File: src/psbf_pkg.sv
// psbf_pkg: shared constants, types and codes of the PAwR subevent buffer.
// Used by psbf_oreg, psbf_engine and the top level; no dependencies.
`timescale 1ns / 1ps

package psbf_pkg;

    localparam int HANDLES       = 16;
    localparam int SUBEVENTS     = 64;
    localparam int CHUNK_ENTRIES = 15;
    localparam int CHUNK_BYTES   = 253;
    localparam int MAX_RESULTS   = 64;

    localparam int DEPTH  = HANDLES * SUBEVENTS;
    localparam int ADDR_W = (DEPTH > 1) ? $clog2(DEPTH) : 1;
    localparam int CNT_W  = $clog2(MAX_RESULTS + 1);

    localparam logic [7:0] LEN_MAX        = 8'hF9;
    localparam logic [7:0] ENTRY_OVERHEAD = 8'd4;

    localparam logic MODE_WRITE   = 1'b0;
    localparam logic MODE_REQUEST = 1'b1;
    localparam logic STATUS_OK    = 1'b0;
    localparam logic STATUS_BAD   = 1'b1;

    typedef logic [ADDR_W-1:0] t_addr;
    typedef logic [CNT_W-1:0]  t_cnt;

    typedef struct packed {
        logic       valid;
        logic [7:0] slot_first;
        logic [7:0] slot_total;
        logic [7:0] length;
    } t_entry;

    localparam int ENTRY_W = $bits(t_entry);

    typedef struct packed {
        logic       status;
        logic [6:0] chunk_first;
        logic [6:0] chunk_final;
        logic [3:0] chunk_entries;
        logic [7:0] chunk_bytes;
        logic       last;
    } t_result;

    typedef struct packed {
        logic    valid;
        t_result res;
    } t_push;

    // decoded input word
    typedef struct packed {
        logic       is_write;
        logic       bad;
        logic [6:0] start;
        logic [7:0] wend;
        t_addr      base;
        t_addr      wr_addr;
        t_entry     wr_entry;
    } t_cmd;

endpackage

File: src/psbf_if.sv


interface psbf_out_if;
    logic       valid;
    logic       ready;
    logic       status;
    logic [6:0] chunk_first;
    logic [6:0] chunk_final;
    logic [3:0] chunk_entries;
    logic [7:0] chunk_bytes;
    logic       last;

    modport source (
        output valid, status, chunk_first, chunk_final, chunk_entries,
               chunk_bytes, last,
        input  ready
    );
    modport sink (
        input  valid, status, chunk_first, chunk_final, chunk_entries,
               chunk_bytes, last,
        output ready
    );
endinterface

File: src/psbf_oreg.sv
// psbf_oreg: result output register, parts the engine from the result sink.
// Depends on psbf_pkg and psbf_out_if.
`timescale 1ns / 1ps

module psbf_oreg (
    input  logic            i_clk,
    input  logic            i_rst_n,
    input  psbf_pkg::t_push i_push,
    output logic            o_free,
    psbf_out_if.source      o_out
);

    logic              r_vld;
    psbf_pkg::t_result r_res;

    assign o_free = !r_vld || o_out.ready;

    always_ff @(posedge i_clk) begin
        if (i_push.valid) begin
            r_res <= i_push.res;
        end
        if (!i_rst_n) begin
            r_vld <= 1'b0;
        end else if (i_push.valid) begin
            r_vld <= 1'b1;
        end else if (o_out.ready) begin
            r_vld <= 1'b0;
        end
    end

    assign o_out.valid         = r_vld;
    assign o_out.status        = r_res.status;
    assign o_out.chunk_first   = r_res.chunk_first;
    assign o_out.chunk_final   = r_res.chunk_final;
    assign o_out.chunk_entries = r_res.chunk_entries;
    assign o_out.chunk_bytes   = r_res.chunk_bytes;
    assign o_out.last          = r_res.last;

endmodule

File: src/flat_wrapper.sv
// flat-port wrapper written by rule: the top's interface ports become plain ports
module psbf_oreg_flat 
  (i_clk, i_rst_n, i_push, o_free, o_out_valid, o_out_status, o_out_chunk_first, o_out_chunk_final, o_out_chunk_entries, o_out_chunk_bytes, o_out_last, o_out_ready);
  psbf_out_if o_out_i ();
  input  logic i_clk;
  input  logic i_rst_n;
  input  psbf_pkg::t_push i_push;
  output logic o_free;
  output wire logic [$bits(o_out_i.valid)-1:0] o_out_valid;
  output wire logic [$bits(o_out_i.status)-1:0] o_out_status;
  output wire logic [$bits(o_out_i.chunk_first)-1:0] o_out_chunk_first;
  output wire logic [$bits(o_out_i.chunk_final)-1:0] o_out_chunk_final;
  output wire logic [$bits(o_out_i.chunk_entries)-1:0] o_out_chunk_entries;
  output wire logic [$bits(o_out_i.chunk_bytes)-1:0] o_out_chunk_bytes;
  output wire logic [$bits(o_out_i.last)-1:0] o_out_last;
  input wire logic [$bits(o_out_i.ready)-1:0] o_out_ready;
  assign o_out_valid = o_out_i.valid;
  assign o_out_status = o_out_i.status;
  assign o_out_chunk_first = o_out_i.chunk_first;
  assign o_out_chunk_final = o_out_i.chunk_final;
  assign o_out_chunk_entries = o_out_i.chunk_entries;
  assign o_out_chunk_bytes = o_out_i.chunk_bytes;
  assign o_out_last = o_out_i.last;
  assign o_out_i.ready = o_out_ready;
  psbf_oreg u_core (.i_clk(i_clk), .i_rst_n(i_rst_n), .i_push(i_push), .o_free(o_free), .o_out(o_out_i));
endmodule
File: config.mk
export PLATFORM = sky130hd
export DESIGN_NAME = psbf_oreg_flat
export DESIGN_NICKNAME = d
export VERILOG_FILES = /design/src/psbf_pkg.sv /design/src/psbf_if.sv /design/src/psbf_oreg.sv /design/src/flat_wrapper.sv
export SDC_FILE = /design/constraint.sdc
export NUM_CORES = 1
export LEC_CHECK = 0
export BUFFER_PORTS_ARGS = -buffer_cell sky130_fd_sc_hd__buf_2
export CORE_AREA = 2 2 47 58
export DETAILED_ROUTE_END_ITERATION = 10
export DIE_AREA = 0 0 49 60
export PLACE_DENSITY = 0.74
export SETUP_SLACK_MARGIN = 0.1
export SYNTH_ARGS = -nofsm -noshare
export SYNTH_HDL_FRONTEND = slang
export SYNTH_SLANG_ARGS = --single-unit
File: constraint.sdc
create_clock -name i_clk -period 0.88 [get_ports i_clk]
set_clock_uncertainty 0.15 [all_clocks]
set_input_delay 0.176 -clock i_clk [delete_from_list [all_inputs] [get_ports i_clk]]
set_output_delay 0.176 -clock i_clk [all_outputs]
set_load 0.01 [all_outputs]
[Word-level counts from Yosys, hierarchy flattened]
Index checks and enable logic that the tools add are counted.
Storage, ports and cells
  register bits after elaboration: 29
  input bits: 32
  output and inout port bits: 30
  logic and storage cells: 12
Cells by class
  mux-type cells: 2
  reductions and logical operators: 3
Operators with widths (count)
  1-bit 2-to-1 mux: 2
  2-bit nonzero test: 1
  1-bit logical NOT: 1
  1-bit logical OR: 1

[Longest topological paths before layout]
Gate-level depths: netlist of the first run.
  word-level depth: 2
  depth in mapped cells: 2
  gate-level depth less buffers: 2

[Least setup slack after synthesis of the first run]
OpenSTA, ideal clock, no wires.
  kind: register -> register
  start point: register, netlist name u_core.o_out.valid
  end point: register u_core.r_vld (netlist: u_core.o_out.valid)
  setup time: 0.066 ns
  arrival time: 0.598 ns
  data required time: 0.664 ns
  slack: 0.066 ns
  stages on the path, launching flop included: 3
  path buffers: 0
  period minus slack after synthesis: 0.814 ns
  cells stage by stage: dfxtp_1 -> nand2b_4 -> a21boi_2
RTL lines
  to (signal assigned): RTL line psbf_oreg.sv:23  | r_vld <= 1'b0;
  to (signal assigned): RTL line psbf_oreg.sv:25  | r_vld <= 1'b1;
  to (signal assigned): RTL line psbf_oreg.sv:27  | r_vld <= 1'b0;
  to (decl): RTL line psbf_oreg.sv:13  | logic r_vld;

[Final worst setup path of the first run]
  start point: register u_core.r_vld (netlist: u_core.o_out.valid)
  end point: output o_free
Between the ends
  longest elaborated chain between the ends: 2
Ends and longest elaborated chain
  1-bit logical NOT: RTL line psbf_oreg.sv:16  | assign o_free = !r_vld || o_out.ready;
  1-bit logical OR: RTL line psbf_oreg.sv:16
  to (decl): RTL line flat_wrapper.sv:8  | output logic o_free;
Every way passes these cells.

==> impl_metrics.ini, run 1 <==
[setup_path]
path_max_fanout = 2
critPathRequiredTime_ns = 0.55
crit_type = reg2out
cp-end-kind = primary output
crit-reg2reg-launch = u_core.o_out.valid
startpoint = u_core.o_out.valid
crit_chain = nand2b_4 -> buf_6
path_delay_family = flip-flops
slowest_stage = dfxtp_4
max_stage_delay_ns = 0.37
crit_buf_inv = 1
worstSetupStartpointType = register
crit_arrival_ns = 0.85

[timing]
worst_slew_pin_slew_ns = 0.117
whs_ns = -0.126
timing.final.ws_setup_ns = -0.296
setup_viol = 30
slew_headroom = 0.922
fin_crit_sh = 1.34
hold_viol = 29
grt_setup_unrepaired = true
clock.fmax_mhz = 850
drv_slew = 0
period_needed_ns = 1.18

[final_layout]
fin_util = 0.555
fin_nets = 135
drive_gt1_frac = 0.702
antenna_cells = 0
syn_to_final_growth_pct = 51.3
fin_area_um2 = 1350

[floorplan]
initial_core_util = 0.366
core_um2 = 2430
die_h_um = 60
die_w_um = 49
num_rows = 20
die_area_um2 = 2940
ios = 62

[yosys]
synth_top_area_cell = edfxtp_1
synth_area_leaders = edfxtp_1 95%, dfxtp_1 2.3%, nand2b_4 1.5%, a21boi_2 1.3%, inv_1 0.42%
synthCells = 32
synth_seq_cells = 29
yosysTopAreaCellShare = 0.945
synthFlopType = edfxtp_1
yosysWarnings = 0
async_reset_ff_frac = 0
synth.most_common_cell = edfxtp_1
synth_common_cells = 28 x edfxtp_1, 1 x a21boi_2, 1 x dfxtp_1, 1 x inv_1, 1 x nand2b_4
avgSynthCellArea_um2 = 27.8
synth_nets = 64
synth_edf_count = 28
synth_seq_area_share = 0.968
netlist_area_um2 = 890
synth_cell_types = 5

[drt]
drc = 0
drt_iter0_drc = 15
wl_mm = 1.51
viasPerCell = 3.99
num_vias = 547
dr.pass1.iters = 2
wl_per_cell_um = 11.0
ant_nets = 0

[grt]
grt_pass1_vias = 561
grt_pass1_wl_mm = 2.35
antenna_found_initial = 0
grt_max_degree = 21
overflow = 0
track_usage = 0.120

[status]
violations = hold timing, setup timing
status = complete, but fails checks

[clock_network]
cts_tree = done
clock_latency_ns = 0.31
cts.path.max_buffers = 2
ctsRootBufferMaster = clkbuf_4
cts_max_level = 2
cts.clk_slew.worst_paths_ns = 0.09
cts_buffers = 5
cts_num_sinks = 29

[placement]
placed_cell_area_um2 = 1260
gp_congestion = 0.675
io_buffers = 61

[pwr]
leakagePower_nw = 0.594
p_per_area_nw_per_um2 = 2020
ir_drop_mv = 1.39
finalPower_mw = 2.72

[flow_run]
maxCapViolCount = 0

[hold_path]
worstHoldStart = i_push[23]
hold_path_class = in2reg
-- cell usage in the layout (no fill, tap or decap) --
cell      netlist  routed
dfxtp_4         0       1
buf_2           0      59
buf_12          0       1
clkbuf_1        0       2
clkbuf_4        0       5
edfxtp_1       28      28
buf_4           0       2
nand2b_4        1       1
buf_6           0       2
a21boi_2        1       1
clkbuf_8        0       1
inv_1           1       1
-- worst register-to-register path: stages (launching register included) --
cell	delay [ns]
dfxtp_4	0.37
nand2b_4	0.05
buf_4	0.13
a21boi_2	0.11
-- registers in the layout, summed over array words and instances (netlist names) --
name / flops
u_core.o_out.chunk_first: 7
u_core.o_out.status: 1
u_core.o_out.last: 1
u_core.o_out.chunk_entries: 4
u_core.o_out.chunk_bytes: 8
u_core.o_out.chunk_final: 7
u_core.o_out.valid: 1
-- timing repair --
item / 4_1_cts / 5_1_grt
hold endpoints to repair: 29 / 29
resized for setup: 2 / 1
setup endpoints to repair: 30 / 31
pin swaps: 1 / 0
setup buffers: 1 / 0
-- path summary, 6_finish.rpt --
path	end	slack [ns]	cells past startpoint
setup / recovery	o_free	-0.30	2
hold / removal	u_core.o_out.chunk_first[3]	-0.13	1
setup reg to reg	u_core.o_out.valid	0	3
hold reg to reg	u_core.o_out.valid	0.45	3
-- layer usage --
layer / vias to the layer above / track usage / wire [um] / share of wire
met5: - / 0 / 0 / 0
met4: 0 / 0.0857 / 36 / 0.024
met3: 6 / 0.100 / 282 / 0.19
met2: 47 / 0.188 / 693 / 0.46
met1: 229 / 0.0998 / 497 / 0.33
li1: 265 / - / - / -
-- final cells by class --
class / instances / area [um2]
repair buffers: 64 / 353
flip-flops and latches: 29 / 865
multi-input cells: 2 / 25.0
inverters: 1 / 3.75
clock buffers: 8 / 58.8
fillers: 201 / 1080
well taps: 33 / 41.3
-- power breakdown --
part | total (mW) | internal [mW] | switching (mW)
sequential | 1.65 | 1.63 | 0.0240
clock | 0.788 | 0.393 | 0.395
combinational | 0.283 | 0.143 | 0.140
total | 2.72 | 2.17 | 0.559
-- through the flow --
step	setup WS, ns	cells	TNS [ns]
global route	-0.347	137	-9.47
detailed placement	-0.0405	128	-0.835
CTS	-0.333	137	-8.73
finish	-0.296	137	-7.85
global placement	-0.0266	128	-0.584
floorplan	0.117	32	0
-- cell families after synthesis --
kind of cell,after synthesis,share of synthesized area
flops,29,0.968
simple gates,1,0.0155
compound gates,1,0.0127
buf+inv,1,0.00422
Note: power is estimated with default switching activity, not from simulation.
==> run 2: changes to the inputs <==
==> constraint.sdc (replaced) <==
create_clock -name i_clk -period 1.3 [get_ports i_clk]
set_clock_uncertainty 0.15 [all_clocks]
set_input_delay 0.26 -clock i_clk [delete_from_list [all_inputs] [get_ports i_clk]]
set_output_delay 0.26 -clock i_clk [all_outputs]
set_load 0.01 [all_outputs]
==> run 2 against run 1 <==
The run now ends clean. Register-to-register slack better by 0.54 ns. Sequential power is 32% lower. Cell area is 18% higher. Worst hold slack better by 0.15 ns. Clock power is 37% lower. Critical path depth stayed put. Critical path type unchanged. Critical endpoint unchanged. Largest cell class unchanged. Highest routed layer unchanged.
==> impl_metrics.ini, run 2 (synthesis gave the netlist of run 1 again) <==
[drt]
drc = 0
viasPerCell = 4.11
dr.pass1.iters = 4
wl_per_cell_um = 15.2
drt_iter0_drc = 11
wl_mm = 2.47
num_vias = 670
ant_nets = 0

[final_layout]
fillerInstances = 159
largest_reg_flops = 8
drive_gt1_frac = 0.546
antenna_cells = 0
fin_util = 0.657
instances_no_fill = 163
fin_nets = 161
syn_to_final_growth_pct = 79.2
final_common_cell = buf_2
layout_common_cells = 60 x buf_2, 28 x dlygate4sd3_1, 28 x edfxtp_1, 5 x clkbuf_4, 2 x clkinv_1
fin_area_um2 = 1590

[grt]
antenna_found_initial = 0
track_usage = 0.188
grt_pass1_wl_mm = 3.63
grt_max_degree = 30
overflow = 0
grt_pass1_vias = 723

[timing]
fin_crit_sh = 0.980
clock.fmax_mhz = 785
drv_slew = 0
slew_headroom = 0.899
worst_slew_pin_slew_ns = 0.151
grt_setup_unrepaired = true
hold_viol = 0
setup_viol = 0
tns_ns = 0
period_needed_ns = 1.27

[pwr]
share_seq_of_total_power = 0.599
internal-power_mw = 1.45
leakagePower_nw = 0.698
power_switching_mw = 0.433
p_per_area_nw_per_um2 = 1180
swShare = 0.230
clockPowerShare = 0.263
ir_drop_mv = 0.982
pwr-share-comb = 0.138

[floorplan]
die_w_um = 49
die_area_um2 = 2940
ios = 62
num_rows = 20
initial_core_util = 0.366
core_um2 = 2430
die_h_um = 60

[clock_network]
cts.clk_slew.worst_paths_ns = 0.08
cts_max_level = 2
cts.path.max_buffers = 2
post_cts.repair.setup_buffers = 0
ctsRootBufferMaster = clkbuf_4
cts_buffers = 5
cts_tree = done
clock_latency_ns = 0.31
cts_num_sinks = 29

[setup_path]
slowest_stage = dfxtp_2
path_max_fanout = 2
critPathRequiredTime_ns = 0.89
crit_arrival_ns = 0.86
cp-end-kind = primary output
worstSetupStartpointType = register
max_stage_delay_ns = 0.36
crit_type = reg2out
crit_chain = nand2b_4 -> buf_6

[hold_path]
hold_path_class = in2reg

[placement]
placed_cell_area_um2 = 1260
io_buffers = 61
dp_cells = 127
gp_congestion = 0.615

[status]
status = completed

[flow_run]
maxCapViolCount = 0
-- run 2: repair_timing --
| item | in CTS | in global routing |
|---|---|---|
| hold endpoints to repair | 28 | 0 |
| gates resized for setup | 1 | 2 |
| hold buffers | 28 | 0 |
| endpoints found under the setup margin | 30 | 30 |
-- run 2: path summary, 6_finish.rpt --
check                                     endpoint                from  cells after the start  slack, ns
worst max-delay path                        o_free  u_core.o_out.valid                      2       0.03
worst min-delay path            u_core.o_out.valid             i_rst_n                      2       0.03
worst max register to register  u_core.o_out.valid  u_core.o_out.valid                      2       0.54
worst min register to register  u_core.o_out.valid  u_core.o_out.valid                      2       0.35
-- run 2: through the flow --
step	setup slack, ns	power, mW	hold slack (ns)
after floorplan	0.411	1.19	0.209
after global placement	0.269	1.32	0.286
after detailed placement	0.271	1.33	0.288
after CTS	0.00865	1.87	0.00609
after global routing	-0.0252	1.97	0.0145
final	0.0261	1.88	0.0286
-- run 2: critical path, delay by kind of cell, from the launching register on --
| kind | cells | cell delay, ns |
|---|---|---|
| buffers and inverters | 1 | 0.12 |
| flip-flops | 1 | 0.36 |
| AND/OR/NAND/NOR | 1 | 0.07 |
-- run 2: layer usage --
layer / share of wire / up-vias / global-route usage / routed length, um
met4: 0.021 / 0 / 0.118 / 53
met5: 0 / - / 0 / 0
met2: 0.50 / 47 / 0.288 / 1230
met1: 0.37 / 296 / 0.197 / 916
met3: 0.11 / 8 / 0.113 / 270
li1: - / 319 / - / -
-- run 2: area by class of cell --
type                    count  area, um2  share of cell area
clock buffers               5       37.5              0.0235
clock inverters             3       12.5             0.00785
inverters                   1       3.75             0.00235
multi-input cells           2       25.0              0.0157
flip-flops and latches     29        862               0.541
well taps                  33       41.3              0.0259
repair buffers             90        612               0.384
-- run 2: power groups by stage --
stage / sequential, mW / clock, mW / combinational [mW]
floorplan: 1.19 / 0 / 0.00689
global placement: 1.14 / 0 / 0.180
detailed placement: 1.14 / 0 / 0.185
CTS: 1.12 / 0.496 / 0.249
global route: 1.13 / 0.562 / 0.276
finish: 1.12 / 0.494 / 0.259
