==> config.mk <==
export PLATFORM = sky130hd
export DESIGN_NAME = psbf_engine
export DESIGN_NICKNAME = d
export VERILOG_FILES = /design/src/psbf_pkg.sv /design/src/psbf_engine.sv
export SDC_FILE = /design/constraint.sdc
export NUM_CORES = 1
export LEC_CHECK = 0
export BUFFER_PORTS_ARGS = -buffer_cell sky130_fd_sc_hd__buf_2
export CORE_UTILIZATION = 45
export CTS_BUF_LIST = sky130_fd_sc_hd__clkbuf_2 sky130_fd_sc_hd__clkbuf_4 sky130_fd_sc_hd__clkbuf_8
export CTS_CLUSTER_DIAMETER = 60
export DETAILED_ROUTE_END_ITERATION = 8
export PLACE_DENSITY = 0.71
export REMOVE_ABC_BUFFERS = 1
export SETUP_SLACK_MARGIN = 0.5
export SLEW_MARGIN = 20
export SYNTH_ARGS = -nofsm -noshare
export SYNTH_HDL_FRONTEND = slang
export SYNTH_SLANG_ARGS = --single-unit
==> constraint.sdc <==
create_clock -name i_clk -period 12.1 [get_ports i_clk]
set_input_delay 2.42 -clock i_clk [delete_from_list [all_inputs] [get_ports i_clk]]
set_output_delay 2.42 -clock i_clk [all_outputs]
set_load 0.01 [all_outputs]
==> src/psbf_pkg.sv <==
// psbf_pkg: shared constants, types and codes of the PAwR subevent buffer.
// Used by psbf_oreg, psbf_engine and the top level; no dependencies.
`timescale 1ns / 1ps

package psbf_pkg;

    localparam int HANDLES       = 16;
    localparam int SUBEVENTS     = 64;
    localparam int CHUNK_ENTRIES = 15;
    localparam int CHUNK_BYTES   = 253;
    localparam int MAX_RESULTS   = 64;

    localparam int DEPTH  = HANDLES * SUBEVENTS;
    localparam int ADDR_W = (DEPTH > 1) ? $clog2(DEPTH) : 1;
    localparam int CNT_W  = $clog2(MAX_RESULTS + 1);

    localparam logic [7:0] LEN_MAX        = 8'hF9;
    localparam logic [7:0] ENTRY_OVERHEAD = 8'd4;

    localparam logic MODE_WRITE   = 1'b0;
    localparam logic MODE_REQUEST = 1'b1;
    localparam logic STATUS_OK    = 1'b0;
    localparam logic STATUS_BAD   = 1'b1;

    typedef logic [ADDR_W-1:0] t_addr;
    typedef logic [CNT_W-1:0]  t_cnt;

    typedef struct packed {
        logic       valid;
        logic [7:0] slot_first;
        logic [7:0] slot_total;
        logic [7:0] length;
    } t_entry;

    localparam int ENTRY_W = $bits(t_entry);

    typedef struct packed {
        logic       status;
        logic [6:0] chunk_first;
        logic [6:0] chunk_final;
        logic [3:0] chunk_entries;
        logic [7:0] chunk_bytes;
        logic       last;
    } t_result;

    typedef struct packed {
        logic    valid;
        t_result res;
    } t_push;

    // decoded input word
    typedef struct packed {
        logic       is_write;
        logic       bad;
        logic [6:0] start;
        logic [7:0] wend;
        t_addr      base;
        t_addr      wr_addr;
        t_entry     wr_entry;
    } t_cmd;

endpackage

==> src/psbf_engine.sv <==
// psbf_engine: clearing pass, entry writes and window scan with chunk packing.
// Depends on psbf_pkg; drives the entry RAM and the output register.
`timescale 1ns / 1ps

module psbf_engine (
    input  logic                            i_clk,
    input  logic                            i_rst_n,
    input  logic                            i_take,
    input  psbf_pkg::t_cmd                  i_cmd,
    output logic                            o_ready,
    input  logic                            i_out_free,
    output psbf_pkg::t_push                 o_push,
    output logic                            o_ram_we,
    output psbf_pkg::t_addr                 o_ram_waddr,
    output logic [psbf_pkg::ENTRY_W-1:0]    o_ram_wdata,
    output psbf_pkg::t_addr                 o_ram_raddr,
    input  logic [psbf_pkg::ENTRY_W-1:0]    i_ram_rdata
);

    typedef enum logic [1:0] {S_CLEAR, S_IDLE, S_SCAN, S_DONE} t_state;

    t_state            r_state, n_state;
    psbf_pkg::t_addr   r_clr, n_clr;
    psbf_pkg::t_addr   r_base, n_base;
    logic [6:0]        r_start, n_start;
    logic [7:0]        r_end, n_end;
    logic [7:0]        r_ptr, n_ptr;
    logic              r_q_vld, n_q_vld;
    logic [6:0]        r_q_s, n_q_s;
    logic [3:0]        r_ents, n_ents;
    logic [7:0]        r_bytes, n_bytes;
    logic [6:0]        r_first, n_first;
    logic [6:0]        r_final, n_final;
    psbf_pkg::t_cnt    r_n, n_n;
    logic              r_h_vld, n_h_vld;
    psbf_pkg::t_result r_h, n_h;

    psbf_pkg::t_entry  entry;
    logic [8:0]        cost;
    logic [8:0]        sum;
    logic              ovf;
    logic [3:0]        ents_a;
    logic [7:0]        bytes_a;
    logic [6:0]        first_a;
    psbf_pkg::t_cnt    n_inc;
    psbf_pkg::t_result cur_chunk;
    psbf_pkg::t_result add_chunk;

    assign entry   = psbf_pkg::t_entry'(i_ram_rdata);
    assign cost    = {1'b0, psbf_pkg::ENTRY_OVERHEAD} + {1'b0, entry.length};
    assign sum     = {1'b0, r_bytes} + cost;
    assign ovf     = (r_ents != 4'd0) && (int'(sum) > psbf_pkg::CHUNK_BYTES);
    assign ents_a  = ovf ? 4'd1 : (r_ents + 4'd1);
    assign bytes_a = ovf ? cost[7:0] : sum[7:0];
    assign first_a = (ovf || r_ents == 4'd0) ? r_q_s : r_first;
    assign n_inc   = r_n + psbf_pkg::t_cnt'(1);

    assign cur_chunk = '{status: psbf_pkg::STATUS_OK, chunk_first: r_first,
                         chunk_final: r_final, chunk_entries: r_ents,
                         chunk_bytes: r_bytes, last: 1'b0};
    assign add_chunk = '{status: psbf_pkg::STATUS_OK, chunk_first: first_a,
                         chunk_final: r_q_s, chunk_entries: ents_a,
                         chunk_bytes: bytes_a, last: 1'b0};

    always_comb begin
        logic emit;
        logic full;
        logic stall;
        logic stop;
        psbf_pkg::t_result chunk;

        n_state = r_state;
        n_clr   = r_clr;
        n_base  = r_base;
        n_start = r_start;
        n_end   = r_end;
        n_ptr   = r_ptr;
        n_q_vld = r_q_vld;
        n_q_s   = r_q_s;
        n_ents  = r_ents;
        n_bytes = r_bytes;
        n_first = r_first;
        n_final = r_final;
        n_n     = r_n;
        n_h_vld = r_h_vld;
        n_h     = r_h;

        emit  = 1'b0;
        full  = 1'b0;
        stall = 1'b0;
        stop  = 1'b0;
        chunk = add_chunk;

        o_ready     = 1'b0;
        o_push      = '0;
        o_ram_we    = 1'b0;
        o_ram_waddr = r_clr;
        o_ram_wdata = '0;
        o_ram_raddr = r_base + psbf_pkg::t_addr'(r_ptr);

        unique case (r_state)
            S_CLEAR: begin
                o_ram_we = 1'b1;
                n_clr    = r_clr + psbf_pkg::t_addr'(1);
                if (r_clr == psbf_pkg::t_addr'(psbf_pkg::DEPTH - 1)) begin
                    n_state = S_IDLE;
                end
            end

            S_IDLE: begin
                o_ready = 1'b1;
                if (i_take) begin
                    n_start = i_cmd.start;
                    n_end   = i_cmd.wend;
                    if (i_cmd.is_write || i_cmd.bad) begin
                        if (i_cmd.is_write && !i_cmd.bad) begin
                            o_ram_we    = 1'b1;
                            o_ram_waddr = i_cmd.wr_addr;
                            o_ram_wdata = i_cmd.wr_entry;
                        end
                        n_h = '{status: i_cmd.bad, chunk_first: i_cmd.start,
                                chunk_final: i_cmd.start, chunk_entries: 4'd0,
                                chunk_bytes: 8'd0, last: 1'b0};
                        n_h_vld = 1'b1;
                        n_state = S_DONE;
                    end else begin
                        n_base  = i_cmd.base;
                        n_ptr   = {1'b0, i_cmd.start};
                        n_q_vld = 1'b0;
                        n_ents  = 4'd0;
                        n_bytes = 8'd0;
                        n_n     = '0;
                        n_state = S_SCAN;
                    end
                end
            end

            S_SCAN: begin
                if (r_q_vld || r_ptr < r_end) begin
                    if (r_q_vld && entry.valid) begin
                        full  = int'(ents_a) == psbf_pkg::CHUNK_ENTRIES;
                        emit  = ovf || full;
                        chunk = ovf ? cur_chunk : add_chunk;
                        stall = emit && r_h_vld && !i_out_free;
                        stop  = emit && (int'(n_inc) == psbf_pkg::MAX_RESULTS);
                    end
                    if (stall) begin
                        // hold the entry and read it again next cycle
                        o_ram_raddr = r_base + psbf_pkg::t_addr'(r_q_s);
                    end else begin
                        if (emit) begin
                            if (r_h_vld) begin
                                o_push.valid = 1'b1;
                                o_push.res   = r_h;
                            end
                            n_h     = chunk;
                            n_h_vld = 1'b1;
                            n_n     = n_inc;
                        end
                        if (r_q_vld && entry.valid) begin
                            if (ovf && stop) begin
                                // result limit: entry stays buffered
                                n_ents  = 4'd0;
                                n_bytes = 8'd0;
                            end else begin
                                o_ram_we    = 1'b1;
                                o_ram_waddr = r_base + psbf_pkg::t_addr'(r_q_s);
                                if (full) begin
                                    n_ents  = 4'd0;
                                    n_bytes = 8'd0;
                                end else begin
                                    n_ents  = ents_a;
                                    n_bytes = bytes_a;
                                    n_first = first_a;
                                    n_final = r_q_s;
                                end
                            end
                        end
                        if (!stop && r_ptr < r_end) begin
                            n_q_vld = 1'b1;
                            n_q_s   = r_ptr[6:0];
                            n_ptr   = r_ptr + 8'd1;
                        end else begin
                            n_q_vld = 1'b0;
                            if (stop) begin
                                n_ptr = r_end;
                            end
                        end
                    end
                end else if (r_ents != 4'd0) begin
                    // flush the open chunk
                    if (!(r_h_vld && !i_out_free)) begin
                        if (r_h_vld) begin
                            o_push.valid = 1'b1;
                            o_push.res   = r_h;
                        end
                        n_h     = cur_chunk;
                        n_h_vld = 1'b1;
                        n_ents  = 4'd0;
                        n_state = S_DONE;
                    end
                end else begin
                    n_state = S_DONE;
                end
            end

            S_DONE: begin
                if (i_out_free) begin
                    o_push.valid = 1'b1;
                    if (r_h_vld) begin
                        o_push.res = r_h;
                    end else begin
                        o_push.res = '{status: psbf_pkg::STATUS_OK,
                                       chunk_first: r_start,
                                       chunk_final: 7'(r_end - 8'd1),
                                       chunk_entries: 4'd0,
                                       chunk_bytes: 8'd0, last: 1'b0};
                    end
                    o_push.res.last = 1'b1;
                    n_h_vld = 1'b0;
                    n_state = S_IDLE;
                end
            end

            default: n_state = S_CLEAR;
        endcase
    end

    always_ff @(posedge i_clk) begin
        r_base  <= n_base;
        r_start <= n_start;
        r_end   <= n_end;
        r_ptr   <= n_ptr;
        r_q_s   <= n_q_s;
        r_bytes <= n_bytes;
        r_first <= n_first;
        r_final <= n_final;
        r_h     <= n_h;
        if (!i_rst_n) begin
            r_state <= S_CLEAR;
            r_clr   <= '0;
            r_q_vld <= 1'b0;
            r_ents  <= 4'd0;
            r_n     <= '0;
            r_h_vld <= 1'b0;
        end else begin
            r_state <= n_state;
            r_clr   <= n_clr;
            r_q_vld <= n_q_vld;
            r_ents  <= n_ents;
            r_n     <= n_n;
            r_h_vld <= n_h_vld;
        end
    end

endmodule

Word level (Yosys, flattened, before mapping). Cells that the tools add are included. W data, S select, Z words.

Register bits after elaboration: 115. Input port bits: 91. Output and inout port bits: 76.

Add/sub/neg operators: 9. Order comparisons: 2. Eq/ne operators: 23. Multiplexer cells: 112. Bitwise gates (word level): 4. Reductions and logical operators: 33.

Operators with widths (count): $mux W28 (8); $mux W29 (7); $mux W8 (14); $mux W10 (10); $mux W25 (4); $pmux W29 S2 (1); $pmux W28 S2 (1); $mux W27 (2); $mux W7 (6); $mux W4 (10); $mux W1 (34); $pmux W8 S2 (2); $reduce_and A6 Y1 (4); $ne A3 B3 Y1 const B (7); $ne A2 B2 Y1 const B (10); $pmux W10 S2 (1); $pmux W7 S2 (1); $reduce_and A7 Y1 (2); $mux W2 (6); $add A10 B1 Y10 const B (1); $add A10 B7 Y10 (1); $add A10 B8 Y10 (1); $eq A10 B10 Y1 const B (1); $reduce_and A5 Y1 (2); other kinds (29) (47).

Logic depth before layout (Yosys ltp). Gate-level depths: netlist of run 1.

Word-level depth: 17. Depth in mapped cells: 19. Gate-level depth less buffers: 18.

Least setup slack after synthesis of run 1. Ideal clock, no wire load.

Path type: in2out. Start: input port i_ram_rdata[2] in the netlist's numbering. End: output port o_ram_waddr[3]. Arrival: 6.523 ns. Setup slack: 3.157 ns. Cell stages on the path: 18. Cells stage by stage: ha_1 -> nand3_1 -> xnor2_1 -> ha_1 -> a21oi_2 -> o211ai_1 -> a221oi_2 -> nand4_2 -> a21oi_4 -> inv_2 -> clkbuf_1 -> ha_1 -> nor4b_1 -> nand2_1 -> o221a_2 -> o31ai_2 -> a22oi_1 -> o21ai_0.

Word-level cells in the longest chain between the ends: 17.

RTL lines: start: declaration (RTL line psbf_engine.sv:17) `input logic [psbf_pkg::ENTRY_W-1:0] i_ram_rdata`; $add A3 B8 Y9 * (RTL line psbf_engine.sv:50) `assign cost = {1'b0, psbf_pkg::ENTRY_OVERHEAD} + {1'b0, entry.length};`; $add A8 B9 Y9 * (RTL line psbf_engine.sv:51) `assign sum = {1'b0, r_bytes} + cost;`; $gt A9 B8 Y1 * (RTL line psbf_engine.sv:52) `assign ovf = (r_ents != 4'd0) && (int'(sum) > psbf_pkg::CHUNK_BYTES);`; $logic_and A1 B1 Y1 * (RTL line psbf_engine.sv:52); $mux W4 (RTL line psbf_engine.sv:53) `assign ents_a = ovf ? 4'd1 : (r_ents + 4'd1);`; $eq A4 B1 Y1 (RTL line psbf_engine.sv:141) `full = int'(ents_a) == psbf_pkg::CHUNK_ENTRIES;`; $logic_or A1 B1 Y1 (RTL line psbf_engine.sv:142) `emit = ovf || full;`; $logic_and A1 B1 Y1 (RTL line psbf_engine.sv:145) `stop = emit && (int'(n_inc) == psbf_pkg::MAX_RESULTS);`; $mux W1 (RTL line psbf_engine.sv:140) `if (r_q_vld && entry.valid) begin`; $mux W1 (RTL line psbf_engine.sv:139) `if (r_q_vld || r_ptr < r_end) begin`; $mux W1 (RTL line psbf_engine.sv:101) `unique case (r_state)`; $logic_and A1 B1 Y1 (RTL line psbf_engine.sv:161) `if (ovf && stop) begin`; $mux W10 (RTL line psbf_engine.sv:161); $mux W10 (RTL line psbf_engine.sv:160) `if (r_q_vld && entry.valid) begin`; $mux W10 * (RTL line psbf_engine.sv:147) `if (stall) begin`; $mux W10 * (RTL line psbf_engine.sv:139); $pmux W10 S2 * (RTL line psbf_engine.sv:101); end: declaration (RTL line psbf_engine.sv:14) `output psbf_pkg::t_addr o_ram_waddr,`.

Every way passes the cells marked *; elsewhere a longest branch is shown, timed or not. The select of a mux whose other input is x is not followed.

Worst setup path after layout of run 1.
Start: input port i_ram_rdata[2] in the netlist's numbering. End: output port o_ram_raddr[2].

Word-level cells in the longest chain between the ends: 15.

RTL lines: $add A3 B8 Y9 * (RTL line psbf_engine.sv:50); $add A8 B9 Y9 * (RTL line psbf_engine.sv:51); $gt A9 B8 Y1 * (RTL line psbf_engine.sv:52); $logic_and A1 B1 Y1 * (RTL line psbf_engine.sv:52); $mux W4 (RTL line psbf_engine.sv:53); $eq A4 B1 Y1 (RTL line psbf_engine.sv:141); $logic_or A1 B1 Y1 * (RTL line psbf_engine.sv:142); $logic_and A1 B1 Y1 * (2 in series) (RTL line psbf_engine.sv:144) `stall = emit && r_h_vld && !i_out_free;`; $mux W1 * (RTL line psbf_engine.sv:140); $mux W1 * (RTL line psbf_engine.sv:139); $mux W1 * (RTL line psbf_engine.sv:101); $mux W10 * (RTL line psbf_engine.sv:147); $mux W10 * (RTL line psbf_engine.sv:139); $mux W10 * (RTL line psbf_engine.sv:101); end: declaration (RTL line psbf_engine.sv:16) `output psbf_pkg::t_addr o_ram_raddr,`.

Marks and branches as above.

==> results.md, run 1 <==
- Final setup fails: 0
- Post-Route Setup TNS: 0 ps
- Cell internal pwr: 0.726 mW
- Crit path launch type: input pin
- Distinct cells, synth: 71
- Placed Cells: 1,084
- GR Overflow Total: 0
- Leakage: 3.70 nW
- Slowest cell on the critical path: a21oi_4
- Synth top cells by count: edfxtp_1, nor2_1, nand2_1
- GP Congestion: 0.863
- PostCTS Resize Cnt: 0
- FP Rows: 46
- Fraction of registers with async set/reset: 0%
- Register area share after synthesis: 42.3%
- Die ar.: 17,200 µm²
- Peak VDD IR: 0.0730 mV
- Predominant post-synthesis flop cell: edfxtp_1
- Tightest Hold Check Type: reg -> reg
- Yosys top cell area share: 35.6%
- Non-Filler Instances: 1,116
- Share of cells above drive strength 1: 24.8%
- CTS root buf: clkbuf_8
- Mapped Area: 7500 µm²
- PD cells: 111 nW/µm²
- Depth of the CTS H-tree: 4
- GRT Resource Usage Total: 23.1%
- First-pass GRT wire length: 31.2 mm
- Clock tree buffer depth: 2
- Required time worst endpoint: 9680 ps
- CTS tree: built
- CTS Hold Bufs: 0
- Core area: 16,100 µm²
- Ports: 167
- Vias in the first global route: 5,996
- Via count: 6,398
- RSZ-0062 raised after global routing: false
- # port buffers: 150
- Total Routed Length: 19.5 mm
- CP most frequent cell: ha_1
- Initial DRT Pass Iterations: 5
- Measured slew at the worst slew-check pin: 966 ps
- Post-route DRC: 0
- Skew-Pair Late Insertion Delay: 460 ps
- Area contributors post-synth: edfxtp_1, ha_1, dfxtp_1
- Reg clk slew, reported paths: 70 ps
- Design area: 8900 µm²
- Logic pwr share: 15.1%
- Sequential share of power: 46.0%
- Status: completed
- DP Area: 8460 µm²
- HPWL Detailed: 14.2 mm
- Clock power frac: 38.9%
- Post-route total power: 0.988 mW
- Largest stage delay, worst path: 550 ps
- Starting Density: 46.7%
- Most common cell in the netlist: edfxtp_1
- Fmax: 0.0954 GHz
- Fin crit share: 86.6%
- Final Hold Fails: 0
- Post-route minimum period: 10,480 ps
- Die H: 131 µm
- Fin nets: 1,025
- Area grow syn2layout: 18.6%
- Util after Layout: 55.4%
- Initial DRC Count: 433
- Sw power: 0.263 mW
- Max-cap viol count: 0
- CP Max Fanout: 19
- Yosys top cell by area: edfxtp_1
- Die Wd: 131 µm
- Initial antenna violation count: 1
- Switching Fraction: 26.6%
- Largest net degree at the start of global routing: 49
- Critical-path cell list: buf_2 > ha_1 > nand3_1 > xnor2_1 > ha_1 > a21oi_2 > o211ai_1 > a221oi_2 > nand4_2 > a21oi_4 > inv_2 > ha_1 > nor4b_1 > and2_1 > o211ai_1 > nand2_1 > nand3_1 > mux2_2 > buf_2
- Number of post-CTS setup repair buffers: 0
- EDFF count, synth: 89
- Register bit count reported by yosys: 114
- Final Skew: 14.2 ps
- Data arrival time of the critical path: 8060 ps
- Routed Antenna Nets: 0
- WL/cell: 17.5 µm
- Vias/cell: 5.73
- CTS Sinks: 114
- Max-slew headroom: 35.6%
- Yosys warns: 0
- Syn avg cell area: 10.1 µm²
- Cells after Synth: 742
- Crit Path Class: in -> out
- Max Slew Vio Count: 0
- Inserted Clock Buffers: 17
- Kind of end point of the critical path: output pin
flip-flops by register name, summed over array words and instances, names as in the netlist, 8 cells and up:
name,flops
r_h,27
r_base,10
r_clr,10
r_bytes,8
r_end,8
r_ptr,8
layer usage:
metal	vias up	share of wire, %	global-route usage [%]
li1	3067	-	-
met1	3027	46	31.0
met2	280	46	36.7
met3	24	6.6	5.05
met4	0	1.4	7.58
met5	-	0	0
through the flow:
step	setup WS [ps]	hold WS, ps
floorplan	2970	477
global placement	1820	491
detailed placement	1720	501
CTS	1700	516
global route	1230	533
finish	1620	515
path summary, 6_finish.rpt:
check | slack, ps | cells after the start | startpoint | endpoint
max | 1620 | 19 | i_ram_rdata[2] | o_ram_raddr[2]
min | 510 | 2 | r_n[6]$_SDFFE_PN0P_ | r_n[6]$_SDFFE_PN0P_
max reg2reg | 6410 | 15 | r_bytes[0]$_SDFFCE_PP0P_ | r_ptr[0]$_DFFE_PP_
min reg2reg | 510 | 2 | r_n[6]$_SDFFE_PN0P_ | r_n[6]$_SDFFE_PN0P_
cell usage in the layout, fill, tap and decap left out, drive strengths merged, types with 30 or more instances in the layout:
cell type,instances
a21oi,53
and2,43
buf,154
edfxtp,89
ha,44
inv,32
mux2i,30
nand2,51
nand3,31
nor2,56
power by group through the flow:
| stage | combinational [mW] | sequential, mW | clock [mW] |
|---|---|---|---|
| final | 0.149 | 0.454 | 0.384 |
| after global routing | 0.165 | 0.456 | 0.406 |
| after CTS | 0.149 | 0.453 | 0.391 |
| after detailed placement | 0.147 | 0.462 | 0 |
| after global placement | 0.146 | 0.461 | 0 |
| after floorplan | 0.0978 | 0.458 | 0 |
worst max-delay path: cells and delay by family:
family                   cells  cell delay (ps)
XOR/XNOR                     1              250
AO/OA/AOI/OAI                5             1540
multiplexers                 1              510
adder cells (fa/ha/maj)      3              910
AND/OR/NAND/NOR              6             1820
buffers and inverters        3              590
area by class of cell:
type                       instances  area (µm²)
sequential                       114        3170
clock inverter                    12         164
inverter                          31         116
multi-input combinational        569        4140
antenna                            1        2.50
fill                            1436        7160
clock buffer                      19         249
tap                              216         270
timing repair buffer             154         781
logic make-up (layout without fill, tap and decap cells):
| logic type | Yosys count | count (layout) | synth area share (%) |
|---|---|---|---|
| AOI/OAI and AO/OA | 203 | 203 | 20.0 |
| xor gates and xnor gates | 49 | 49 | 5.72 |
| adders and majority gates | 47 | 47 | 8.14 |
| buffers and inverters | 59 | 216 | 3.02 |
| DFF | 114 | 114 | 42.3 |
| muxes | 39 | 39 | 5.35 |
| other | 0 | 1 | 0 |
| and+or+nand+nor | 231 | 231 | 15.4 |
(Power assumes the default switching activity.)
==> inputs of run 2 (changes only) <==
Settings changed: GPL_TIMING_DRIVEN from default to 0, PLACE_DENSITY 0.71 to 0.66.
==> run 2 against run 1 <==
  * Global-route usage up 0.079 points
  * Cell count about the same
  * Sequential power about the same
  * Count of clock-buffer cells in the layout up 2
==> results.md, run 2 (synthesis results as in run 1) <==
- CP Max Fanout: 19 (unchanged)
- RSZ-0062 raised after global routing: false
- # port buffers: 150 (unchanged)
- GP Congestion: 0.855 (-0.86%)
- CTS Hold Bufs: 0 (unchanged)
- Kind of cell adding the most delay to the critical path: simple AND/OR/NAND/NOR gates
- Max Slew Vio Count: 0 (unchanged)
- WP buf/inv: 3 (unchanged)
- Measured slew at the worst slew-check pin: 1050 ps (+86.6 ps)
- Fin nets: 1,025 (unchanged)
- CTS tree: built
- Required time worst endpoint: 9680 ps (about the same)
- Inserted Clock Buffers: 17 (unchanged)
- Initial antenna violation count: 1 (unchanged)
- Max-slew headroom: 29.4% (-6.2 points)
- Vias/cell: 5.61 (-2.1%)
- Peak VDD IR: 0.0754 mV (+3.2%)
- Critical-path cell list: buf_2 > ha_1 > nand3_1 > xnor2_1 > ha_1 > a21oi_2 > o211ai_1 > a221oi_2 > nand4_2 > a21oi_4 > inv_2 > ha_1 > nor4b_1 > and2_1 > o211ai_1 > nand2_1 > nand3_1 > mux2_2 > buf_2
- Largest Register: r_h
- Kind of end point of the critical path: output pin
- Clock tree buffer depth: 2 (unchanged)
- Initial DRC Count: 463 (+6.9%)
- Register area: 3170 µm² (unchanged)
- PD cells: 106 nW/µm² (-4.9%)
- Max-cap viol count: 0 (unchanged)
- Area grow syn2layout: 18.5%
- Number of flip-flops in the largest register: 27 (unchanged)
- Status: completed
- Most frequent cells in the layout: buf_2, edfxtp_1, nor2_1
- Vias in the first global route: 5,990 (-0.10%)
- PostCTS Resize Cnt: 0 (unchanged)
- Crit path launch type: input pin
- Die ar.: 17,200 µm² (unchanged)
- Largest stage delay, worst path: 560 ps (about the same)
- Share of cells above drive strength 1: 25.1% (+0.31 points)
- GR Overflow Total: 0 (unchanged)
- Fill cells: 1,441 (+0.35%)
- Initial DRT Pass Iterations: 5 (unchanged)
- Slowest cell on the critical path: a21oi_4
- Routed Antenna Nets: 0 (unchanged)
- Fmax: 0.0958 GHz (+0.33%)
- Post-route minimum period: 10,440 ps (-34.4 ps)
- Hold slack: 515 ps (+0.494 ps)
- GRT Resource Usage Total: 23.1% (+0.079 points)
- Data arrival time of the critical path: 8020 ps (-40 ps)
- Final Hold Fails: 0 (unchanged)
- Ports: 167 (unchanged)
- Fin crit share: 86.3% (-0.28 points)
- FP Rows: 46 (unchanged)
- Leakage: 3.67 nW (-0.60%)
- Crit Path Class: in -> out
- Post-route DRC: 0 (unchanged)
- CTS Sinks: 114 (unchanged)
- Util after Layout: 55.4% (-0.062 points)
- First-pass GRT wire length: 31.2 mm (about the same)
- Die Wd: 131 µm (unchanged)
- HPWL Detailed: 14.4 mm (+1.1%)
- CTS root buf: clkbuf_8
- Final setup fails: 0 (unchanged)
- Post-Route Setup TNS: 0 ps (unchanged)
- CP most frequent cell: ha_1
- Depth of the CTS H-tree: 4 (unchanged)
- Via count: 6,268 (-2.0%)
- WL/cell: 17.3 µm (-1.0%)
- Core area: 16,100 µm² (unchanged)
- Area of the multi-input gates: 4150 µm² (+0.21%)
- Final Skew: 10.7 ps (-3.54 ps)
- Skew-Pair Late Insertion Delay: 450 ps (about the same)
- Starting Density: 46.7% (unchanged)
- Commonest non-fill, non-tap cell in the layout: buf_2
- Largest net degree at the start of global routing: 41 (-16%)
- Top flop regs: r_h: 27 flops, r_base: 10 flops, r_clr: 10 flops
- Die H: 131 µm (unchanged)
- Tightest Hold Check Type: reg -> reg
- Number of post-CTS setup repair buffers: 0 (unchanged)
- Total Routed Length: 19.3 mm (-0.95%)
- Reg clk slew, reported paths: 70 ps (about the same)
run 2: cell types whose count changed in the layout (fill, tap and decap cells not counted), moves of 2 or more:
cell / previous run / this run
bufinv_16: 4 / 1
clkinv_2: 4 / 6
clkinvlp_4: 1 / 3
buf_4: 4 / 2
clkinv_1: 2 / 0
run 2: power by group:
part           leakage, nW  switching [mW]  internal (mW)
Combinational         2.47          0.0890         0.0615
Clock                0.185           0.162          0.172
Sequential            1.01          0.0138          0.441
Total                 3.67           0.265          0.674
run 2: metrics by stage:
step / power (mW) / instances / worst slack [ps] / cell area, µm²
after detailed placement: 0.612 / 1084 / 1720 / 8510
after CTS: 0.944 / 1116 / 1680 / 8870
after floorplan: 0.556 / 714 / 2970 / 7390
final: 0.939 / 1117 / 1660 / 8890
after global routing: 0.980 / 1117 / 1160 / 8890
after global placement: 0.607 / 1080 / 1670 / 8410
run 2: cell type report:
type / instances / share of cell area [%]
multi-input cells: 569 / 46.7
flip-flops and latches: 114 / 35.7
repair buffers: 154 / 9.15
clock buffers: 21 / 3.04
well taps: 216 / 3.04
inverters: 31 / 1.31
clock inverters: 11 / 1.03
diodes: 1 / 0.0282
run 2: final timing paths:
| path | slack, ps | depth (start not counted) | startpoint | end |
|---|---|---|---|---|
| hold / removal | 520 | 2 | r_n[6]$_SDFFE_PN0P_ | r_n[6]$_SDFFE_PN0P_ |
| hold reg to reg | 520 | 2 | r_n[6]$_SDFFE_PN0P_ | r_n[6]$_SDFFE_PN0P_ |
| setup reg to reg | 6390 | 15 | r_bytes[0]$_SDFFCE_PP0P_ | r_ptr[4]$_DFFE_PP_ |
| setup / recovery | 1660 | 19 | i_ram_rdata[2] | o_ram_raddr[0] |
run 2: tightest hold or removal path, stage by stage (launching register included):
cell and delay [ps]:
dfxtp_1 320, nand3b_1 80, a21oi_1 60
run 2: per-layer routing:
layer | GRT usage, % | up-vias | part of all wire [%]
li1 | - | 3065 | -
met1 | 31.8 | 2906 | 47
met2 | 36.0 | 272 | 44
met3 | 5.13 | 25 | 7.4
met4 | 7.52 | 0 | 1.7
met5 | 0 | - | 0
==> inputs of run 3 (changes only) <==
Settings changed: CORE_UTILIZATION 45 to 61, PLACE_DENSITY 0.66 to 0.86.
==> run 3 against run 2 <==
  * Sequential power hardly changed
  * Maximum frequency is 1.3% lower
  * Clock power is 6.9% higher
  * Highest routed layer unchanged
  * Die area is 26% lower
  * Non-clock buffer count stayed put
  * Wire length is 2.8% higher
  * Count of clock-buffer cells in the layout is 3 lower
  * Sequential share of layout area is 0.31 points higher
  * Setup slack worse by 130 ps
  * Largest cell class unchanged
  * Clock skew is 3.3 ps higher
  * Combinational power hardly changed
  * Critical endpoint unchanged
  * Critical path depth stayed put
==> results.md, run 3 (synthesis results as in run 1) <==
- Status: completed
- Final Hold Fails: 0 (unchanged)
- Cell internal pwr: 0.703 mW (+4.3%)
- Data arrival time of the critical path: 8160 ps (+140 ps)
- Kind of cell adding the most delay to the critical path: simple AND/OR/NAND/NOR gates
- Die Wd: 113 µm (-14%)
- CTS Hold Bufs: 0 (unchanged)
- Max-cap viol count: 0 (unchanged)
- RSZ-0062 raised after global routing: false
- Max-slew headroom: 32.9% (+3.5 points)
- Switching Fraction: 27.1% (-1.0 points)
- Required time worst endpoint: 9680 ps (about the same)
- GP Congestion: 0.895 (+4.6%)
- Core area: 12,000 µm² (-25%)
- CP most frequent cell: ha_1
- Final Skew: 14.0 ps (+3.32 ps)
- Sequential share of power: 47.1% (-1.3 points)
- Routed Antenna Nets: 0 (unchanged)
- Via count: 6,615 (+5.5%)
- Vias in the first global route: 6,363 (+6.2%)
- GR Overflow Total: 0 (unchanged)
- Ports: 167 (unchanged)
- Number of flip-flops in the largest register: 27 (unchanged)
- Inserted Clock Buffers: 17 (unchanged)
- Logic pwr share: 15.9% (about the same)
- Crit Path Class: in -> out
- Initial DRC Count: 572 (+24%)
- GRT Resource Usage Total: 32.2% (+9.1 points)
- Hold slack: 527 ps (+11.4 ps)
- Initial antenna violation count: 0 (-1)
- Vias/cell: 6.32 (+13%)
- Post-route DRC: 0 (unchanged)
- Dpl ws: 1620 ps (-96.8 ps)
- Commonest non-fill, non-tap cell in the layout: buf_2
- Skew-Pair Late Insertion Delay: 460 ps (about the same)
- Tightest Hold Check Type: reg -> reg
- Reg clk slew, reported paths: 60 ps (about the same)
- Depth of the CTS H-tree: 4 (unchanged)
- Fin nets: 1,025 (unchanged)
- PostCTS Resize Cnt: 0 (unchanged)
- Peak VDD IR: 0.0879 mV (+17%)
- Die ar.: 12,700 µm² (-26%)
- HPWL Detailed: 14.7 mm (+2.4%)
- Initial DRT Pass Iterations: 6 (+1)
- # port buffers: 150 (unchanged)
- # diodes: 0 (-1)
- Total Routed Length: 19.8 mm (+2.8%)
- Leakage: 3.69 nW (+0.38%)
- Fmax: 0.0945 GHz (-1.3%)
- PD cells: 110 nW/µm² (+3.7%)
- FP Rows: 40 (-13%)
- Number of post-CTS setup repair buffers: 0 (unchanged)
- First-pass GRT wire length: 31.7 mm (+1.6%)
- CTS tree: built
- Measured slew at the worst slew-check pin: 1000 ps (-51.6 ps)
- Die H: 113 µm (-14%)
- Sw power: 0.262 mW (-1.0%)
- Post-route total power: 0.965 mW (+2.8%)
- Fill cells: 861 (-40%)
- Clock power frac: 37.0% (+1.4 points)
- Fin worst setup slack: 1520 ps (-134 ps)
- WP buf/inv: 3 (unchanged)
- Most frequent cells in the layout: buf_2, edfxtp_1, nor2_1
- Top flop regs: r_h: 27 flops, r_base: 10 flops, r_clr: 10 flops
- Starting Density: 62.5% (+16 points)
- CP Max Fanout: 19 (unchanged)
- Area grow syn2layout: 17.4%
- Share of cells above drive strength 1: 24.8% (-0.31 points)
- Clock tree buffer depth: 2 (unchanged)
- Largest net degree at the start of global routing: 43 (+4.9%)
- Final setup fails: 0 (unchanged)
- WL/cell: 18.9 µm (+9.7%)
- Largest stage delay, worst path: 560 ps (about the same)
- Crit path launch type: input pin
- Slowest cell on the critical path: a21oi_4
- Post-route minimum period: 10,580 ps (+134 ps)
- Max Slew Vio Count: 0 (unchanged)
- Critical-path cell list: buf_2 > ha_1 > nand3_1 > xnor2_1 > ha_1 > a21oi_2 > o211ai_1 > a221oi_2 > nand4_2 > a21oi_4 > inv_2 > ha_1 > nor4b_1 > and2_1 > o211ai_1 > nand2_1 > nand3_1 > mux2_2 > buf_2
- CTS Sinks: 114 (unchanged)
- Largest Register: r_h
- Kind of end point of the critical path: output pin
- Util after Layout: 73.4% (+18 points)
- CTS root buf: clkbuf_8
- Fin crit share: 87.4% (+1.1 points)
- Post-Route Setup TNS: 0 ps (unchanged)
## run 3: changes by cell type in the layout (fill, tap and decap cells not counted), sizes merged
cell,before,now
clkinv,7,9
clkinvlp,3,1
clkbuf,21,18
bufinv,1,3
diode,1,0
## run 3: cell type report
class | count | area [µm²] | share of cell area [%]
inverter | 31 | 116 | 1.32
sequential | 114 | 3170 | 36.0
multi-input combinational | 569 | 4140 | 47.0
clock buffer | 18 | 241 | 2.74
clock inverter | 13 | 144 | 1.63
timing repair buffer | 154 | 813 | 9.23
tap | 147 | 184 | 2.09
## run 3: power groups by stage
| stage | clock (mW) | sequential (mW) | combinational [mW] |
|---|---|---|---|
| 2_1_floorplan | 0 | 0.458 | 0.0978 |
| 3_3_place_gp | 0 | 0.462 | 0.141 |
| 3_5_place_dp | 0 | 0.463 | 0.150 |
| 4_1_cts | 0.359 | 0.454 | 0.152 |
| 5_1_grt | 0.375 | 0.456 | 0.166 |
| 6_report | 0.357 | 0.455 | 0.154 |
## run 3: per-stage QoR
step           cells  area, µm²
2_1_floorplan    714       7390
3_3_place_gp    1011       8330
3_5_place_dp    1015       8410
4_1_cts         1046       8800
5_1_grt         1046       8810
6_report        1046       8810
## run 3: worst paths after layout
check / from / endpoint / slack, ps / cells past startpoint
max: i_ram_rdata[2] / o_ram_raddr[0] / 1520 / 19
min: r_n[6]$_SDFFE_PN0P_ / r_n[6]$_SDFFE_PN0P_ / 530 / 2
max reg2reg: r_bytes[0]$_SDFFCE_PP0P_ / r_ptr[0]$_DFFE_PP_ / 6340 / 15
min reg2reg: r_n[6]$_SDFFE_PN0P_ / r_n[6]$_SDFFE_PN0P_ / 530 / 2
## run 3: worst register-to-register path, cell delays in order (launching register included)
cell,delay [ps]
edfxtp_1,400
ha_1,240
fa_1,430
a211oi_2,270
o21ai_1,120
xor2_1,300
nand4_2,270
a21oi_4,560
inv_2,320
ha_1,320
nor4b_1,430
and2_1,330
o211ai_1,230
a21oi_1,210
o221ai_1,140
a21oi_1,810
## run 3: layer usage
| metal | global-route usage (%) | wire, µm | vias to the layer above |
|---|---|---|---|
| li1 | - | - | 3063 |
| met1 | 40.8 | 7930 | 3152 |
| met2 | 54.5 | 9780 | 356 |
| met3 | 7.34 | 1670 | 44 |
| met4 | 11.2 | 439 | 0 |
| met5 | 0 | 0 | - |
